### config.mk
export PLATFORM = sky130hd
export DESIGN_NAME = gpio_port_register_block
export DESIGN_NICKNAME = d
export VERILOG_FILES = /design/src/hdl/gpr_pkg.sv /design/src/hdl/gpr_lock.sv /design/src/hdl/gpr_regfile.sv /design/src/hdl/gpio_port_register_block.sv
export SDC_FILE = /design/constraint.sdc
export NUM_CORES = 1
export LEC_CHECK = 0
export BUFFER_PORTS_ARGS = -buffer_cell sky130_fd_sc_hd__buf_2
export CORE_MARGIN = 3
export CORE_UTILIZATION = 53
export CTS_CLUSTER_DIAMETER = 200
export DETAILED_ROUTE_END_ITERATION = 12
export PLACE_DENSITY = 0.72
export SLEW_MARGIN = 20
export SYNTH_ARGS = -nofsm -noshare
export SYNTH_HDL_FRONTEND = slang
export SYNTH_SLANG_ARGS = --single-unit
### constraint.sdc
create_clock -name clk -period 10.1 [get_ports clk]
set_clock_uncertainty 0.05 [all_clocks]
set_input_delay 0.505 -clock clk [delete_from_list [all_inputs] [get_ports clk]]
set_output_delay 0.505 -clock clk [all_outputs]
set_load 0.05 [all_outputs]
### src/hdl/gpr_pkg.sv
// gpr_pkg: shared types, register codes and field helpers of the gpio port register block
// used by gpr_lock, gpr_regfile, gpio_port_register_block and the testbench; no dependencies
`default_nettype none

package gpr_pkg;

	localparam int PIN_COUNT_DEF = 16;
	localparam int MAX_PINS      = 16;
	localparam int LOCK_KEY_BIT  = 16;

	localparam logic KIND_READ  = 1'b0;
	localparam logic KIND_WRITE = 1'b1;

	typedef enum logic [3:0] {
		REG_MODE     = 4'd0,
		REG_OTYPE    = 4'd1,
		REG_SPEED    = 4'd2,
		REG_PULL     = 4'd3,
		REG_INPUT    = 4'd4,
		REG_OUTPUT   = 4'd5,
		REG_SETRESET = 4'd6,
		REG_LOCK     = 4'd7,
		REG_AFLOW    = 4'd8,
		REG_AFHIGH   = 4'd9
	} reg_sel_t;

	typedef struct packed {
		logic        kind;
		logic [3:0]  reg_index;
		logic [31:0] write_data;
		logic [15:0] pad_levels;
	} access_t;

	typedef struct packed {
		logic [31:0] read_data;
		logic [15:0] out_levels;
		logic [15:0] drive_enable;
		logic        lock_active;
		logic        ignored;
	} result_t;

	// lock state as seen by the register file
	typedef struct packed {
		logic        locked;
		logic        locked_nxt;
		logic [15:0] mask;
	} lock_stat_t;

	function automatic logic [15:0] pins_present(input int count);
		logic [15:0] r;
		for (int i = 0; i < MAX_PINS; i++) begin
			r[i] = (i < count);
		end
		return r;
	endfunction

	// one pin bit becomes a 2-bit field
	function automatic logic [31:0] spread2(input logic [15:0] m);
		logic [31:0] r;
		for (int i = 0; i < MAX_PINS; i++) begin
			r[2*i +: 2] = {2{m[i]}};
		end
		return r;
	endfunction

	// one pin bit becomes a 4-bit field, eight pins per word
	function automatic logic [31:0] spread4(input logic [7:0] m);
		logic [31:0] r;
		for (int i = 0; i < 8; i++) begin
			r[4*i +: 4] = {4{m[i]}};
		end
		return r;
	endfunction

	// general output mode is field value 01
	function automatic logic [15:0] drive_mask(input logic [31:0] mode);
		logic [15:0] r;
		for (int i = 0; i < MAX_PINS; i++) begin
			r[i] = (mode[2*i +: 2] == 2'b01);
		end
		return r;
	endfunction

endpackage

`default_nettype wire

### src/hdl/gpr_lock.sv
// gpr_lock: lock key sequencer, lock mask and lock flag of the port
// depends on gpr_pkg
`default_nettype none

module gpr_lock #(
	parameter int PIN_COUNT = gpr_pkg::PIN_COUNT_DEF
) (
	input  wire logic               clk,
	input  wire logic               arst_n,
	input  wire logic               wr,
	input  wire logic [16:0]        wdata,
	output gpr_pkg::lock_stat_t     stat
);

	localparam logic [15:0] PinMask = gpr_pkg::pins_present(PIN_COUNT);

	typedef enum logic [2:0] {
		KEY_IDLE = 3'b001,
		KEY_ONE  = 3'b010,
		KEY_ZERO = 3'b100
	} key_state_t;

	key_state_t  key_q, key_d;
	logic [15:0] mask_q, mask_d;
	logic        locked_q, locked_d;
	logic        key_bit;
	logic [15:0] wmask;
	logic        same_mask;

	assign key_bit   = wdata[gpr_pkg::LOCK_KEY_BIT];
	assign wmask     = wdata[15:0] & PinMask;
	assign same_mask = (wmask == mask_q);

	always_comb begin
		key_d    = key_q;
		mask_d   = mask_q;
		locked_d = locked_q;
		if (wr && !locked_q) begin
			// any break in the sequence restarts it from this write
			mask_d = wmask;
			key_d  = key_bit ? KEY_ONE : KEY_IDLE;
			case (key_q)
				KEY_ONE: begin
					if (!key_bit && same_mask) begin
						mask_d = mask_q;
						key_d  = KEY_ZERO;
					end
				end
				KEY_ZERO: begin
					if (key_bit && same_mask) begin
						mask_d   = mask_q;
						key_d    = KEY_IDLE;
						locked_d = 1'b1;
					end
				end
				default: ;
			endcase
		end
	end

	always_ff @(posedge clk or negedge arst_n) begin
		if (!arst_n) begin
			key_q    <= KEY_IDLE;
			mask_q   <= '0;
			locked_q <= 1'b0;
		end else begin
			key_q    <= key_d;
			mask_q   <= mask_d;
			locked_q <= locked_d;
		end
	end

	assign stat.locked     = locked_q;
	assign stat.locked_nxt = locked_d;
	assign stat.mask       = mask_q;

endmodule

`default_nettype wire

### src/hdl/gpr_regfile.sv
// gpr_regfile: configuration registers, output latch, read mux and write guarding
// depends on gpr_pkg; lock state comes from gpr_lock
`default_nettype none

module gpr_regfile #(
	parameter int PIN_COUNT = gpr_pkg::PIN_COUNT_DEF
) (
	input  wire logic                clk,
	input  wire logic                arst_n,
	input  wire logic                advance,
	input  wire gpr_pkg::access_t    item,
	input  wire gpr_pkg::lock_stat_t lstat,
	output gpr_pkg::result_t         res
);

	localparam logic [15:0] PinMask  = gpr_pkg::pins_present(PIN_COUNT);
	localparam logic [31:0] Impl2    = gpr_pkg::spread2(PinMask);
	localparam logic [31:0] ImplLo   = gpr_pkg::spread4(PinMask[7:0]);
	localparam logic [31:0] ImplHi   = gpr_pkg::spread4(PinMask[15:8]);

	logic [31:0] mode_q, speed_q, pull_q, aflow_q, afhigh_q;
	logic [15:0] otype_q, out_q;
	logic [31:0] mode_d, speed_d, pull_d, aflow_d, afhigh_d;
	logic [15:0] otype_d, out_d;
	logic [31:0] rd;
	logic        flag;
	logic [15:0] fp;
	logic [31:0] fz2, fzlo, fzhi;
	logic [31:0] wd;

	// {flag, new value}: frozen bits keep old contents
	function automatic logic [32:0] guard(input logic [31:0] old, input logic [31:0] w,
			input logic [31:0] impl, input logic [31:0] frozen);
		logic        f;
		logic [31:0] v;
		f = |((old ^ w) & frozen);
		v = (old & frozen) | (w & impl & ~frozen);
		return {f, v};
	endfunction

	assign wd   = item.write_data;
	assign fp   = lstat.locked ? (lstat.mask & PinMask) : '0;
	assign fz2  = gpr_pkg::spread2(fp);
	assign fzlo = gpr_pkg::spread4(fp[7:0]);
	assign fzhi = gpr_pkg::spread4(fp[15:8]);

	always_comb begin
		mode_d   = mode_q;
		speed_d  = speed_q;
		pull_d   = pull_q;
		aflow_d  = aflow_q;
		afhigh_d = afhigh_q;
		otype_d  = otype_q;
		out_d    = out_q;
		rd       = '0;
		flag     = 1'b0;
		if (item.kind == gpr_pkg::KIND_WRITE) begin
			case (gpr_pkg::reg_sel_t'(item.reg_index))
				gpr_pkg::REG_MODE:   {flag, mode_d}   = guard(mode_q, wd, Impl2, fz2);
				gpr_pkg::REG_SPEED:  {flag, speed_d}  = guard(speed_q, wd, Impl2, fz2);
				gpr_pkg::REG_PULL:   {flag, pull_d}   = guard(pull_q, wd, Impl2, fz2);
				gpr_pkg::REG_AFLOW:  {flag, aflow_d}  = guard(aflow_q, wd, ImplLo, fzlo);
				gpr_pkg::REG_AFHIGH: {flag, afhigh_d} = guard(afhigh_q, wd, ImplHi, fzhi);
				gpr_pkg::REG_OTYPE: begin
					flag    = |((otype_q ^ wd[15:0]) & fp);
					otype_d = (otype_q & fp) | (wd[15:0] & PinMask & ~fp);
				end
				gpr_pkg::REG_OUTPUT:   out_d = wd[15:0] & PinMask;
				// set half wins over reset half
				gpr_pkg::REG_SETRESET: out_d = ((out_q & ~wd[31:16]) | wd[15:0]) & PinMask;
				gpr_pkg::REG_LOCK:     flag = lstat.locked;
				default:               flag = 1'b1;
			endcase
		end else begin
			case (gpr_pkg::reg_sel_t'(item.reg_index))
				gpr_pkg::REG_MODE:   rd = mode_q;
				gpr_pkg::REG_OTYPE:  rd = {16'b0, otype_q};
				gpr_pkg::REG_SPEED:  rd = speed_q;
				gpr_pkg::REG_PULL:   rd = pull_q;
				gpr_pkg::REG_INPUT:  rd = {16'b0, item.pad_levels & PinMask};
				gpr_pkg::REG_OUTPUT: rd = {16'b0, out_q};
				gpr_pkg::REG_LOCK:   rd = {15'b0, lstat.locked, lstat.mask};
				gpr_pkg::REG_AFLOW:  rd = aflow_q;
				gpr_pkg::REG_AFHIGH: rd = afhigh_q;
				default:             rd = '0;
			endcase
		end
	end

	always_ff @(posedge clk or negedge arst_n) begin
		if (!arst_n) begin
			mode_q   <= '0;
			speed_q  <= '0;
			pull_q   <= '0;
			aflow_q  <= '0;
			afhigh_q <= '0;
			otype_q  <= '0;
			out_q    <= '0;
		end else if (advance) begin
			mode_q   <= mode_d;
			speed_q  <= speed_d;
			pull_q   <= pull_d;
			aflow_q  <= aflow_d;
			afhigh_q <= afhigh_d;
			otype_q  <= otype_d;
			out_q    <= out_d;
		end
	end

	assign res.read_data    = rd;
	assign res.out_levels   = out_d;
	assign res.drive_enable = gpr_pkg::drive_mask(mode_d) & PinMask;
	assign res.lock_active  = lstat.locked_nxt;
	assign res.ignored      = flag;

endmodule

`default_nettype wire

### src/hdl/gpio_port_register_block.sv
// gpio_port_register_block: top level of one GPIO port register block with configuration lock
// depends on gpr_pkg, gpr_lock and gpr_regfile
`default_nettype none

// One bus transaction per clock while not stalled: each access is captured in an input register,
// then decoded and applied to the port registers when it advances, and at that same time its result
// (read data, output latch, output enables, lock flag and the ignored flag) is captured in the
// result register. Throughput is one access per cycle, set by the single register
// update path; access_stall rises only when both the input and result registers are full and
// result_stall is high. Output levels, enables and lock flag in a result reflect the state
// after that access. PIN_COUNT (1 to 16) sets how many pins exist; bits of absent pins read
// as zero and are never stored.
module gpio_port_register_block #(
	parameter int PIN_COUNT = gpr_pkg::PIN_COUNT_DEF
) (
	input  wire logic             clk,
	input  wire logic             arst_n,
	input  wire logic             access_valid,
	output      logic             access_stall,
	input  wire gpr_pkg::access_t access,
	output      logic             result_valid,
	input  wire logic             result_stall,
	output gpr_pkg::result_t      result
);

	localparam logic [15:0] PinMask = gpr_pkg::pins_present(PIN_COUNT);

	logic                valid_s1;
	gpr_pkg::access_t    access_s1;
	logic                result_valid_q;
	gpr_pkg::result_t    result_q;
	gpr_pkg::result_t    res_d;
	gpr_pkg::lock_stat_t lstat;
	logic                advance;
	logic                lock_wr;

	assign advance      = valid_s1 && (!result_valid_q || !result_stall);
	assign access_stall = valid_s1 && !advance;
	assign lock_wr      = advance && (access_s1.kind == gpr_pkg::KIND_WRITE)
		&& (gpr_pkg::reg_sel_t'(access_s1.reg_index) == gpr_pkg::REG_LOCK);

	always_ff @(posedge clk or negedge arst_n) begin
		if (!arst_n) begin
			valid_s1 <= 1'b0;
		end else if (access_valid && !access_stall) begin
			valid_s1 <= 1'b1;
		end else if (advance) begin
			valid_s1 <= 1'b0;
		end
	end

	always_ff @(posedge clk) begin
		if (access_valid && !access_stall) begin
			access_s1 <= access;
		end
	end

	gpr_lock #(
		.PIN_COUNT(PIN_COUNT)
	) u_lock (
		.clk   (clk),
		.arst_n(arst_n),
		.wr    (lock_wr),
		.wdata (access_s1.write_data[16:0]),
		.stat  (lstat)
	);

	gpr_regfile #(
		.PIN_COUNT(PIN_COUNT)
	) u_regfile (
		.clk    (clk),
		.arst_n (arst_n),
		.advance(advance),
		.item   (access_s1),
		.lstat  (lstat),
		.res    (res_d)
	);

	always_ff @(posedge clk or negedge arst_n) begin
		if (!arst_n) begin
			result_valid_q <= 1'b0;
		end else if (advance) begin
			result_valid_q <= 1'b1;
		end else if (!result_stall) begin
			result_valid_q <= 1'b0;
		end
	end

	always_ff @(posedge clk) begin
		if (advance) begin
			result_q <= res_d;
		end
	end

	assign result_valid = result_valid_q;
	assign result       = result_q;

	// the lock only clears on reset
	a_lock_sticky: assert property (@(posedge clk) disable iff (!arst_n)
		lstat.locked |=> lstat.locked)
		else $error("lock flag cleared without reset");

	a_read_not_ignored: assert property (@(posedge clk) disable iff (!arst_n)
		advance && (access_s1.kind == gpr_pkg::KIND_READ) |=> !result_q.ignored)
		else $error("read transaction flagged ignored");

	a_enable_in_range: assert property (@(posedge clk) disable iff (!arst_n)
		result_valid_q |-> ((result_q.drive_enable & ~PinMask) == 16'h0000))
		else $error("drive enable on an absent pin");

	a_stall_needs_item: assert property (@(posedge clk) disable iff (!arst_n)
		access_stall |-> valid_s1)
		else $error("input stalled with empty input register");

endmodule

`default_nettype wire

==> metrics.md <==
| Metric | Value |
|---|---|
| Syn Area/Cell | approximately 12 um^2 |
| Critical path class | reg -> reg |
| Area growth, synth to finish | 11.68% |
| LEAKAGE | 7.441 nW |
| Fin Setup TNS | 0 ns |
| Fin worst setup slack | between 6 and 7 ns |
| Max_cap viols | 0 |
| Worst min-delay path class | in -> reg |
| Register Area | 8930 um^2 |
| CP max FO | between 50 and 60 |
| Hold_ws | approximately 0.1 ns |
| Max-slew violations | 0 |
| PortBufs | 124 |
| Commonest non-fill, non-tap cell in the layout | dfrtp_1 |
| Syn Inst Count | 1368 |
| Number of DRC markers in iteration 0 | 1316 |
| Final layout net count | 1490 |
| Via count | 11740 |
| Initial Util | 53.93% |
| Post-synth top flop | dfrtp_1 |
| Met3 WL | 3889 um |
| Min Tclk post-route | 3.488 ns |
| GP Congestion | a little over 0.9 |
| RSZ-0062 raised after global routing | no |
| Worst vdd rail ir drop | 0.1335 mV |
| #FFs+latches synth | 333 |
| Asr flop ratio synth | between 60 and 70% |
| Non-Filler Instances | 1858 |
| Initial antenna violation count | 0 |
| Post-Place Setup Slack | ~6.5 ns |
| Core Rows | 64 |
| # fillers | 2485 |
| Final hold viol count | 0 |
| Top post-synthesis cells by area | dfrtp_1 (32%), edfxtp_1 (22%), mux2_2 (14%) |
| Die Span Y | 182.9 um |
| Met2 wire length | 21860 um |
| Sequential fraction of the synthesis area | 53.85% |
| DRT antenna net count | 0 |
| WP data arrival | 3.84 ns |
| Worst Max-Slew Pin Slew | around 1.1 ns |
| Final cell utilization of the core | 60.23% |
| Post-DP Area | 17350 um^2 |
| Share of layout cells above drive strength 1 | 28.61% |
| Post-synthesis cell type count | 46 |
| Wirelength per Cell | 25.23 um |
| Clk sink count | 333 |
| Max transition margin | a little under a quarter |
| DRT Pass-1 Iters | 5 |
| Cell area after synthesis | 16580 um^2 |
| Via density per instance | 6.318 |
| Yosys warns | 0 |
| Share of the synthesized area in the top cell type | between 30% and 40% |
| Core area | 30750 um^2 |
| Clock slew at reported path FFs | 0.06 ns |
| Area of the multi-input gates | a little over 7000 um^2 |
| # resized after CTS | 0 |
| First-pass GRT wire length | 71220 um |
| CTS tree | yes |
| Outcome | finished, final reports clean |
| Cell area after layout | 18520 um^2 |
| I/O pin count | 125 |
| WL met1 | 19310 um |
| Critical path startpoint category | flip-flop |
| Final period util | around 35% |
| Remaining global-route overflow | 0 |
| Placed insts | 1790 |
| Synth Net Count | 1425 |
| CP Data Required Time | 10.46 ns |
| CTS Buffer Depth | 3 |
| Pwr/cell area | 212.3 nW/um^2 |
| Clock root cell | clkbuf_16 |
| TritonCTS buffer count | 36 |
| Post-DP HPWL | roughly 30000 um |
| Largest net degree at the start of global routing | 85 |
| Area leader, netlist | dfrtp_1 |
| Die area | 33450 um^2 |
| Final setup viols | 0 |
| Vias in the first global route | 11610 |
| Post-synth EDFFs | 119 |
| Top sig layer | met4 |
| Setup crit end kind | flip-flop |
| Total track usage | around 28% |
| CTS Hold Bufs | 1 |
| DRC violations left | 0 |
| H-tree levels | 2 |
| Post-CTS Setup Inserts | 0 |
| DIE WIDTH | 182.9 um |
| Achievable Freq | roughly 0.29 GHz |
| Clock latency on the worst-skew pair | 0.53 ns |
| Final Power | 3.932 mW |
| Most frequent cells in the layout | dfrtp_1 (213), mux2_2 (199), xnor2_1 (142), nand2_1 (138), buf_2 (123) |
| Wirelength, routed | 46870 um |
[metal layers]
layer / track usage [%] / vias up
met5: 0 / -
met4: 10.51 / 0
met3: 5.038 / 115
met2: 44.10 / 549
met1: 38.53 / 5933
li1: - / 5141
[synthesized netlist by cell type (8+ instances only)]
cell and number:
a222oi_1 12, mux2_2 199, and3_1 11, edfxtp_1 119
buf_1 14, a22o_1 26, mux2_4 10, nand2_1 139
buf_6 8, nand3b_1 16, a31oi_1 22, nand2b_1 22
o22ai_1 13, a22oi_1 69, a41oi_1 10, buf_2 16
a21oi_1 55, nor4_1 27, o21ai_0 39, clkbuf_1 73
xnor2_1 142, dfrtp_1 213, xor2_1 49
[worst paths after layout]
check / from / end / cells past startpoint / slack (ns)
setup / recovery: result_valid / u_lock.mask_q[1] / 6 / 6.61
hold / removal: access[24] / access_s1[24] / 1 / 0.10
setup reg to reg: result_valid / u_lock.mask_q[1] / 6 / 6.61
hold reg to reg: valid_s1 / result_valid / 1 / 0.46
max in group asynchronous: arst_n / asynchronous set/reset pin / 3 / 8.23
min in group asynchronous: arst_n / u_lock.key_q[1] / 2 / 0.55
[where the power goes]
part	internal (mW)	switching, mW	leakage [nW]
registers	1.66	0.260	3.94
logic	0.352	0.359	2.94
clock network	0.761	0.536	0.565
total	2.78	1.16	7.44
[worst max-delay path, cell delays in order, from the launching register on]
cell and delay, ns:
dfrtp_1 0.39, nand2_1 0.08, and2_4 0.67, nand2_1 0.26, nor4_1 0.60, o21a_1 0.86, mux2_2 0.42
[layout make-up]
type	instances	share of cell area, %
clock inverters	17	0.8783
well taps	396	2.675
flip-flops and latches	333	48.22
inverters	5	0.1013
clock buffers	49	5.297
multi-input cells	917	38.73
repair buffers	140	4.081
diodes	1	0.01351
[cells by family after synthesis]
logic type	Yosys count	share of synthesized area (%)
DFF	333	53.85
and+or+nand+nor	252	7.410
xor gates and xnor gates	192	10.19
muxes	211	14.55
buffers and inverters	118	3.275
AOI/OAI and AO/OA	262	10.73
No activity file was read; power rests on OpenSTA's default activity.
